`config.mk`:
```
export PLATFORM = sky130hd
export DESIGN_NAME = masked_pixel_premultiply_gamma2
export DESIGN_NICKNAME = d
export VERILOG_FILES = /design/src/rtl/core/mppg_pkg.sv /design/src/rtl/core/masked_pixel_premultiply_gamma2.sv
export SDC_FILE = /design/constraint.sdc
export NUM_CORES = 2
export LEC_CHECK = 0
export ABC_AREA = 0
export BUFFER_PORTS_ARGS = -buffer_cell sky130_fd_sc_hd__buf_4
export CAP_MARGIN = 20
export CORE_ASPECT_RATIO = 1.25
export CORE_MARGIN = 1
export CORE_UTILIZATION = 31
export CTS_CLUSTER_DIAMETER = 60
export DETAILED_ROUTE_END_ITERATION = 8
export GPL_TIMING_DRIVEN = 0
export HOLD_SLACK_MARGIN = 0.02
export PLACE_DENSITY = 0.52
export SLEW_MARGIN = 30
export SYNTH_ARGS = -nofsm -noshare
export SYNTH_HDL_FRONTEND = slang
export SYNTH_SLANG_ARGS = --single-unit
```
`constraint.sdc`:
```
create_clock -name clk_i -period 20.5 [get_ports clk_i]
set_clock_uncertainty 0.15 [all_clocks]
set_input_delay 2.05 -clock clk_i [delete_from_list [all_inputs] [get_ports clk_i]]
set_output_delay 2.05 -clock clk_i [all_outputs]
set_load 0.02 [all_outputs]
```
`src/rtl/core/mppg_pkg.sv`:
```
// Shared types and constants for the masked pixel premultiply block.
// No dependencies; used by masked_pixel_premultiply_gamma2.
`default_nettype none

package mppg_pkg;

  // Word and channel widths.
  localparam int unsigned PixW    = 32;
  localparam int unsigned ChanW   = 8;
  localparam int unsigned ShiftW  = $clog2(PixW);
  localparam int unsigned NumChan = 3;

  // Widths along the arithmetic path.
  localparam int unsigned CcW  = 2 * ChanW;          // c*c
  localparam int unsigned CcaW = 3 * ChanW;          // c*c*a
  localparam int unsigned RhsW = CcaW + 2;           // 4*c*c*a
  localparam int unsigned OddW = ChanW + 1;          // 2n+1
  localparam int unsigned SqW  = 2 * OddW;           // (2n+1)^2
  localparam int unsigned LhsW = SqW + ChanW;        // 255*(2n+1)^2

  // One root bit is resolved per pipeline stage.
  localparam int unsigned RootSteps = ChanW;

  // Configuration port.
  localparam int unsigned CfgIdxW = 2;
  localparam logic [CfgIdxW-1:0] RegRedMask   = 2'd0;
  localparam logic [CfgIdxW-1:0] RegGreenMask = 2'd1;
  localparam logic [CfgIdxW-1:0] RegBlueMask  = 2'd2;

  localparam logic [PixW-1:0] RedMaskReset   = 32'h00FF_0000;
  localparam logic [PixW-1:0] GreenMaskReset = 32'h0000_FF00;
  localparam logic [PixW-1:0] BlueMaskReset  = 32'h0000_00FF;

  typedef logic [ChanW-1:0]  chan_t;
  typedef logic [PixW-1:0]   pix_t;
  typedef logic [ShiftW-1:0] shift_t;
  typedef logic [RhsW-1:0]   rhs_t;

  // Position of the lowest set bit of a mask; zero when the mask is empty.
  function automatic shift_t low_bit_pos(input pix_t mask);
    pix_t   lowest;
    shift_t pos;
    lowest = mask & (~mask + pix_t'(1));
    pos    = '0;
    for (int unsigned j = 0; j < ShiftW; j++) begin
      for (int unsigned i = 0; i < PixW; i++) begin
        if (((i >> j) & 1) != 0) begin
          pos[j] = pos[j] | lowest[i];
        end
      end
    end
    return pos;
  endfunction

  // Eight bits of a word taken at a shift.
  function automatic chan_t take_chan(input pix_t word, input shift_t sh);
    pix_t shifted;
    shifted = word >> sh;
    return shifted[ChanW-1:0];
  endfunction

endpackage

`default_nettype wire

```
`src/rtl/core/masked_pixel_premultiply_gamma2.sv`:
```
// Masked pixel premultiply in gamma-2 space, fully pipelined.
// done_o rises once a word has passed the stage 1, stage 2, root-search and output registers.
// Throughput: one word per clock; busy_o stays low and the receiver cannot stall.
// The depth is set by the square-root search, one result bit per stage.
// Reset (rst_ni low) restores the default masks and clears all valid bits.
// Depends on mppg_pkg.
`default_nettype none

module masked_pixel_premultiply_gamma2 (
  input  wire logic                          clk_i,
  input  wire logic                          rst_ni,
  input  wire logic                          start_i,
  output logic                               busy_o,
  input  wire logic [mppg_pkg::PixW-1:0]     src_pixel_i,
  output logic                               done_o,
  output logic [mppg_pkg::PixW-1:0]          dst_pixel_o,
  output logic                               mask_error_o,
  input  wire logic                          cfg_we_i,
  input  wire logic [mppg_pkg::CfgIdxW-1:0]  cfg_idx_i,
  input  wire logic [mppg_pkg::PixW-1:0]     cfg_wdata_i
);

  localparam int unsigned NumChan   = mppg_pkg::NumChan;
  localparam int unsigned RootSteps = mppg_pkg::RootSteps;

  // Configuration registers.
  mppg_pkg::pix_t red_mask_q, green_mask_q, blue_mask_q;

  always_ff @(posedge clk_i or negedge rst_ni) begin
    if (!rst_ni) begin
      red_mask_q   <= mppg_pkg::RedMaskReset;
      green_mask_q <= mppg_pkg::GreenMaskReset;
      blue_mask_q  <= mppg_pkg::BlueMaskReset;
    end else if (cfg_we_i) begin
      unique case (cfg_idx_i)
        mppg_pkg::RegRedMask:   red_mask_q   <= cfg_wdata_i;
        mppg_pkg::RegGreenMask: green_mask_q <= cfg_wdata_i;
        mppg_pkg::RegBlueMask:  blue_mask_q  <= cfg_wdata_i;
        default: ;
      endcase
    end
  end

  // The pipeline never stalls, so a new word is always welcome.
  assign busy_o = 1'b0;

  logic accept;
  assign accept = start_i && !busy_o;

  // Channel shifts and the empty-mask check follow the mask registers.
  mppg_pkg::pix_t   alpha_mask;
  mppg_pkg::shift_t sh_r, sh_g, sh_b, sh_a;
  logic             mask_err;

  assign alpha_mask = ~(red_mask_q | green_mask_q | blue_mask_q);
  assign sh_r = mppg_pkg::low_bit_pos(red_mask_q);
  assign sh_g = mppg_pkg::low_bit_pos(green_mask_q);
  assign sh_b = mppg_pkg::low_bit_pos(blue_mask_q);
  assign sh_a = mppg_pkg::low_bit_pos(alpha_mask);
  assign mask_err = (red_mask_q == '0) || (green_mask_q == '0) ||
                    (blue_mask_q == '0) || (alpha_mask == '0);

  // Stage 1: extract the four channel bytes.
  logic                 s1_vld_q;
  mppg_pkg::chan_t      s1_col_q [NumChan];
  mppg_pkg::chan_t      s1_a_q;
  logic                 s1_err_q;

  always_ff @(posedge clk_i or negedge rst_ni) begin
    if (!rst_ni) begin
      s1_vld_q <= 1'b0;
    end else begin
      s1_vld_q <= accept;
    end
  end

  always_ff @(posedge clk_i) begin
    s1_col_q[0] <= mppg_pkg::take_chan(src_pixel_i, sh_b);
    s1_col_q[1] <= mppg_pkg::take_chan(src_pixel_i, sh_g);
    s1_col_q[2] <= mppg_pkg::take_chan(src_pixel_i, sh_r);
    s1_a_q      <= mppg_pkg::take_chan(src_pixel_i, sh_a);
    s1_err_q    <= mask_err;
  end

  // Stage 2: square each colour.
  logic                        s2_vld_q;
  logic [mppg_pkg::CcW-1:0]    s2_cc_q [NumChan];
  mppg_pkg::chan_t             s2_a_q;
  logic                        s2_err_q;

  always_ff @(posedge clk_i or negedge rst_ni) begin
    if (!rst_ni) begin
      s2_vld_q <= 1'b0;
    end else begin
      s2_vld_q <= s1_vld_q;
    end
  end

  always_ff @(posedge clk_i) begin
    for (int unsigned ch = 0; ch < NumChan; ch++) begin
      s2_cc_q[ch] <= mppg_pkg::CcW'(s1_col_q[ch]) * mppg_pkg::CcW'(s1_col_q[ch]);
    end
    s2_a_q   <= s1_a_q;
    s2_err_q <= s1_err_q;
  end

  // Stage 3: scale by alpha to form 4*c*c*a, the target of the root search.
  logic                 root_vld_q [RootSteps];
  mppg_pkg::chan_t      root_n_q   [RootSteps][NumChan];
  mppg_pkg::rhs_t       root_rhs_q [RootSteps][NumChan];
  mppg_pkg::chan_t      root_a_q   [RootSteps];
  logic                 root_err_q [RootSteps];
  mppg_pkg::chan_t      root_nxt   [RootSteps][NumChan];

  logic [mppg_pkg::CcaW-1:0] cca [NumChan];

  always_comb begin
    for (int unsigned ch = 0; ch < NumChan; ch++) begin
      cca[ch] = mppg_pkg::CcaW'(s2_cc_q[ch]) * mppg_pkg::CcaW'(s2_a_q);
    end
  end

  always_ff @(posedge clk_i or negedge rst_ni) begin
    if (!rst_ni) begin
      root_vld_q[0] <= 1'b0;
    end else begin
      root_vld_q[0] <= s2_vld_q;
    end
  end

  always_ff @(posedge clk_i) begin
    for (int unsigned ch = 0; ch < NumChan; ch++) begin
      root_n_q[0][ch]   <= '0;
      root_rhs_q[0][ch] <= {cca[ch], 2'b00};
    end
    root_a_q[0]   <= s2_a_q;
    root_err_q[0] <= s2_err_q;
  end

  // Root search: each stage tries the next lower bit of n and keeps it when
  // 255*(2t-1)^2 <= 4*c*c*a, so n ends as the smallest value with
  // 255*(2n+1)^2 above the target.
  for (genvar s = 0; s < RootSteps; s++) begin : g_step
    localparam int unsigned BitPos = RootSteps - 1 - s;

    for (genvar ch = 0; ch < NumChan; ch++) begin : g_chan
      mppg_pkg::chan_t             trial;
      logic [mppg_pkg::OddW-1:0]   odd;
      logic [mppg_pkg::SqW-1:0]    sq;
      logic [mppg_pkg::LhsW-1:0]   lhs;

      always_comb begin
        trial = root_n_q[s][ch] | (mppg_pkg::chan_t'(1) << BitPos);
        odd   = {trial, 1'b0} - mppg_pkg::OddW'(1);
        sq    = mppg_pkg::SqW'(odd) * mppg_pkg::SqW'(odd);
        lhs   = {sq, 8'd0} - mppg_pkg::LhsW'(sq);
        root_nxt[s][ch] = (mppg_pkg::RhsW'(lhs) <= root_rhs_q[s][ch]) ?
                          trial : root_n_q[s][ch];
      end
    end

    if (s < RootSteps - 1) begin : g_reg
      always_ff @(posedge clk_i or negedge rst_ni) begin
        if (!rst_ni) begin
          root_vld_q[s+1] <= 1'b0;
        end else begin
          root_vld_q[s+1] <= root_vld_q[s];
        end
      end

      always_ff @(posedge clk_i) begin
        for (int unsigned ch = 0; ch < NumChan; ch++) begin
          root_n_q[s+1][ch]   <= root_nxt[s][ch];
          root_rhs_q[s+1][ch] <= root_rhs_q[s][ch];
        end
        root_a_q[s+1]   <= root_a_q[s];
        root_err_q[s+1] <= root_err_q[s];
      end
    end
  end

  // Output register: pack A,R,G,B and strobe the word for one cycle.
  logic            done_q;
  mppg_pkg::pix_t  dst_pixel_q;
  logic            mask_error_q;

  always_ff @(posedge clk_i or negedge rst_ni) begin
    if (!rst_ni) begin
      done_q <= 1'b0;
    end else begin
      done_q <= root_vld_q[RootSteps-1];
    end
  end

  always_ff @(posedge clk_i) begin
    dst_pixel_q  <= {root_a_q[RootSteps-1],
                     root_nxt[RootSteps-1][2],
                     root_nxt[RootSteps-1][1],
                     root_nxt[RootSteps-1][0]};
    mask_error_q <= root_err_q[RootSteps-1];
  end

  assign done_o       = done_q;
  assign dst_pixel_o  = dst_pixel_q;
  assign mask_error_o = mask_error_q;

endmodule

`default_nettype wire
```
**After elaboration in Yosys (flattened, before gate mapping)**

Memory sizes are Yosys's and may differ from the RTL's. A register that Yosys moved wholly into a read port is not among the register bits.
Cells that the tools add are included.

- Register bits: 157
- Latch bits: 0
- Bits in writable memories: 960
- Bits in read-only memories: 0
- Memories: 6

- Add/sub/neg operators: 52
- Multipliers: 30
- Divide/modulo/power cells: 0
- Order comparisons: 24
- Eq/ne operators: 2
- Shift-type cells: 4
- Mux-type cells: 21
- Bitwise operators: 311
- Reductions and logical operators: 11

Memories:

| name | depth | width | rd ports | clocked after memory_dff | wr ports | RTL line | RTL |
|---|---|---|---|---|---|---|---|
| root_rhs_q | 8 | 78 | 8 | 0 | 8 | masked_pixel_premultiply_gamma2.sv:110 | `mppg_pkg::rhs_t root_rhs_q [RootSteps][NumChan];` |
| root_n_q | 8 | 24 | 8 | 0 | 8 | masked_pixel_premultiply_gamma2.sv:109 | `mppg_pkg::chan_t root_n_q [RootSteps][NumChan];` |
| root_a_q | 8 | 8 | 8 | 1 | 8 | masked_pixel_premultiply_gamma2.sv:111 | `mppg_pkg::chan_t root_a_q [RootSteps];` |
| s2_cc_q | 3 | 16 | 3 | 0 | 3 | masked_pixel_premultiply_gamma2.sv:87 | `logic [mppg_pkg::CcW-1:0] s2_cc_q [NumChan];` |
| s1_col_q | 3 | 8 | 3 | 0 | 3 | masked_pixel_premultiply_gamma2.sv:65 | `mppg_pkg::chan_t s1_col_q [NumChan];` |
| root_err_q | 8 | 1 | 8 | 1 | 8 | masked_pixel_premultiply_gamma2.sv:112 | `logic root_err_q [RootSteps];` |

Operators by type and width:

| kind | count |
|---|---|
| $le 26x26->1 | 24 |
| $sub 26x18->26 | 24 |
| $mul 9x9->18 | 24 |
| $or 1x1->1 | 300 |
| $sub 9x1->9 const B | 24 |
| $not 32->32 | 5 |
| $add 32x1->32 const B | 4 |
| $and 32x32->32 | 4 |
| $logic_not 32->1 | 4 |
| $shr 32x5->8 | 4 |
| $mul 16x8->24 | 3 |
| $or 32x32->32 | 2 |
| $mul 8x8->16 | 3 |
| $mux 8 | 3 |
| $mux 7 | 3 |
| $mux 6 | 3 |
| $mux 5 | 3 |
| $mux 4 | 3 |
| $mux 3 | 3 |
| $mux 2 | 3 |
| $reduce_and 2->1 | 3 |
| $logic_or 1x1->1 | 3 |
| $eq 2x1->1 const B | 1 |
| $eq 2x2->1 const B | 1 |
| $logic_not 2->1 | 1 |

**Longest topological paths before layout**

- Depth after elaboration: 22
- Depth in mapped cells: 35
- Depth with buffers taken out: 35

**Worst setup path after synthesis**

OpenSTA, ideal clock, no wires.

- Path kind: register -> register
- From: memory root_n_q[1][74] in the netlist's numbering
- To: register dst_pixel_q[16] (netlist: dst_pixel_o[16])
- Setup time: 0.059 ns
- Arrival: 6.940 ns
- Data required time: 20.291 ns
- Setup slack: 13.351 ns
- Stages on the path, launching flop included: 34
- Buffers on the path: 1
- Period minus slack after synthesis: 7.149 ns
- Cells stage by stage: dfxtp_1 > clkbuf_1 > nand2_1 > xnor2_1 > ha_1 > fa_1 > fa_1 > inv_1 > fa_1 > inv_1 > ha_1 > or2_2 > a21oi_1 > o21ba_2 > a21oi_1 > xnor2_1 > inv_1 > ha_1 > inv_1 > o31a_1 > o31ai_1 > a211oi_1 > xnor2_1 > ha_1 > a21oi_1 > nor2b_1 > o21ai_0 > nand2b_1 > a21oi_1 > nor2b_1 > o21ai_0 > nand2b_1 > a21oi_1 > o31a_1

RTL lines:

| item | RTL line | RTL |
|---|---|---|
| start, declared | masked_pixel_premultiply_gamma2.sv:109 |  |
| end signal, assigned | masked_pixel_premultiply_gamma2.sv:196 | `dst_pixel_q <= {root_a_q[RootSteps-1],` |
| end, declared | masked_pixel_premultiply_gamma2.sv:184 | `mppg_pkg::pix_t dst_pixel_q;` |

==> flow_summary.json <==
{
  "drv_cap": 0,
  "hold_path.class": "flip-flop to flip-flop",
  "synth-edff-count": 0,
  "post_cts_resized": 0,
  "crit_path_end_kind": "flip-flop",
  "cts_tree": "built",
  "synth.area.top_cells": "dfxtp_1, ha_1, fa_1",
  "tightest_slew_ns": 1.01,
  "dr_total_vias": 60600,
  "core_um2": 262000,
  "cpMostUsedCell": "ha_1",
  "drive_above_1_share": 0.0698,
  "grt_max_degree": 108,
  "yosys.cell_types.count": 115,
  "reg2regPathDepth": 28,
  "wl_met3_mm": 7.93,
  "syn_avg_cell_area_um2": 9.34,
  "drt_iter0_markers": 2706,
  "final_nets": 10900,
  "synth_seq_cells": 935,
  "syn_to_final_growth_pct": 11.6,
  "final_util": 0.349,
  "post-route-period-util": 0.409,
  "slowest_delay_ns": 0.62,
  "synth_top_area_frac": 0.202,
  "insertion_delay_ns": 0.76,
  "wirelength_mm": 210,
  "synth_top_area_cell": "dfxtp_1",
  "hpwl_mm": 172,
  "start_kind": "flip-flop",
  "holdBufCountCts": 0,
  "setup_viol": 0,
  "post-cts-setup-buffer-count": 0,
  "synth.top_cells.by_count": "inv_1, ha_1, dfxtp_1",
  "firstDrtPassIters": 5,
  "outcome": "complete, no violations",
  "critPathRequiredTime_ns": 20.99,
  "fmax_mhz": 119,
  "fp-row-count": 210,
  "critPathArrivalTime_ns": 8.87,
  "die_h_um": 577,
  "start_util": 0.313,
  "fin_crit_ns": 8.39,
  "hold_viol_final": 0,
  "routed_via_density": 4.80,
  "clkSlewWorstSetupHoldPaths_ns": 0.06,
  "io_buffers": 99,
  "rsz0062_at_grt": "false",
  "gr-total-overflow": 0,
  "async_reset_ff_frac": 0.114,
  "worst_path_max_delay_cell": "nor4_1",
  "ios": 105,
  "grt_pass1_vias": 64900,
  "yosys_most_used_dff": "dfxtp_1",
  "drcViolationCount": 0,
  "postRouteAntennaNets": 0,
  "root_buffer": "clkbuf_16",
  "top_layer": "met5",
  "hold_depth": 0,
  "finalSetupTns_ns": 0,
  "antenna_found_initial": 10,
  "wl_per_cell_um": 16.6,
  "grt_pass1_wl_mm": 340,
  "drt-met1-wl_mm": 84.9,
  "yosysMostFrequentCell": "inv_1",
  "wl_met2_mm": 107,
  "crit_type": "flip-flop to flip-flop",
  "netlist_area_um2": 82000,
  "grt.total_usage": 0.158,
  "cts_max_path_buffers": 3,
  "relSlewSlack": 0.328,
  "gp_congestion": 0.912,
  "slew_viol_final": 0,
  "ys_seq_area_frac": 0.235,
  "cts-htree-levels": 3,
  "fp.dieArea_um2": 266000,
  "worstPathMaxFanout": 10,
  "die-width_um": 462,
  "clock-sinks": 935,
  "yosysWarnings": 0,
  "cts_buffers": 121,
  "syn_inst": 8774
}
[worst max-delay path, delay by kind of cell (launching register included)]
| kind | cells | cell delay [ns] |
|---|---|---|
| DFF | 1 | 0.51 |
| and+or+nand+nor | 6 | 1.44 |
| buffers and inverters | 3 | 0.51 |
| adders and majority gates | 7 | 2.75 |
| AOI/OAI and AO/OA | 9 | 2.05 |
| xor gates and xnor gates | 3 | 0.84 |
[state kept, by name, summed over array words and instances (netlist names)]
| signal | count |
|---|---|
| root_a_q | 64 |
| s1_vld_q | 1 |
| root_err_q | 8 |
| root_rhs_q | 552 |
| mask_error_o | 1 |
| root_n_q | 84 |
| done_o | 1 |
| red_mask_q | 32 |
| s1_err_q | 1 |
| root_vld_q | 8 |
| blue_mask_q | 32 |
| green_mask_q | 32 |
| s2_cc_q | 45 |
| s1_a_q | 8 |
| s2_a_q | 8 |
| s1_col_q | 24 |
| s2_vld_q | 1 |
| dst_pixel_o | 32 |
| s2_err_q | 1 |
[final timing paths]
path                                              start                           to  slack [ns]
worst max-delay path            root_n_q[1][93]$_DFF_P_    dst_pixel_o[0]$_SDFF_PN1_       12.11
worst min-delay path              root_err_q[6]$_DFF_P_        root_err_q[7]$_DFF_P_        0.16
worst max register to register  root_n_q[1][93]$_DFF_P_    dst_pixel_o[0]$_SDFF_PN1_       12.11
worst min register to register    root_err_q[6]$_DFF_P_        root_err_q[7]$_DFF_P_        0.16
max in group asynchronous                        rst_ni      root_vld_q[5]$_DFF_PN0_       18.34
min in group asynchronous                        rst_ni  blue_mask_q[20]$_DFFE_PN0P_        1.23
[cell families after synthesis]
group                      Yosys count  synth area share
and+or+nand+nor                   1987             0.124
adders and majority gates         1804             0.328
buffers and inverters             1642            0.0770
AOI/OAI and AO/OA                 1376             0.113
DFF                                935             0.235
xor gates and xnor gates           589            0.0652
muxes                              439            0.0574
other                                2         0.0000916
[per-stage QoR]
step | cell area, um2 | instances | setup slack (ns) | hold WS [ns]
after global placement | 87100 | 12400 | 12.03 | 0.161
after detailed placement | 87100 | 12400 | 12.02 | 0.162
after floorplan | 82000 | 8782 | 13.35 | 0.160
after CTS | 91500 | 12600 | 11.97 | 0.165
after global routing | 91500 | 12600 | 11.46 | 0.168
final | 91500 | 12600 | 12.11 | 0.163
[per-layer routing]
layer,track usage,vias up
met5,0,-
met4,0.0688,6
met3,0.0220,437
met2,0.294,1098
met1,0.178,29300
li1,-,29800
[cell usage in the layout (no fill, tap or decap), types with 83 or more instances in the layout]
cell,Yosys,routed
nor3_1,169,168
xnor2_1,426,426
clkbuf_1,146,158
nand2_1,503,503
mux2i_1,292,292
o21a_1,124,124
nor2_1,368,368
clkbuf_16,0,122
mux2_2,135,135
nor2b_1,92,92
xor2_1,149,149
a21oi_1,329,329
dfrtp_1,83,83
fa_1,580,580
buf_4,12,110
a21o_1,107,107
nand3_1,107,107
dfxtp_1,828,828
inv_1,1435,1435
ha_1,1217,1217
o21ai_0,248,248
and2_1,324,324
[cell type report]
| cell class | instances | area (um2) |
|---|---|---|
| sequential | 935 | 19300 |
| buffer | 204 | 912 |
| antenna | 9 | 22.5 |
| timing repair buffer | 99 | 749 |
| clock buffer | 148 | 3280 |
| tap | 3498 | 4380 |
| fill | 26900 | 171000 |
| clock inverter | 81 | 1070 |
| multi-input combinational | 6205 | 56400 |
| inverter | 1438 | 5400 |
Power is left out: the tool's default activity adds up to more than one toggle a clock period on the data nets, which glitch-free logic cannot reach.
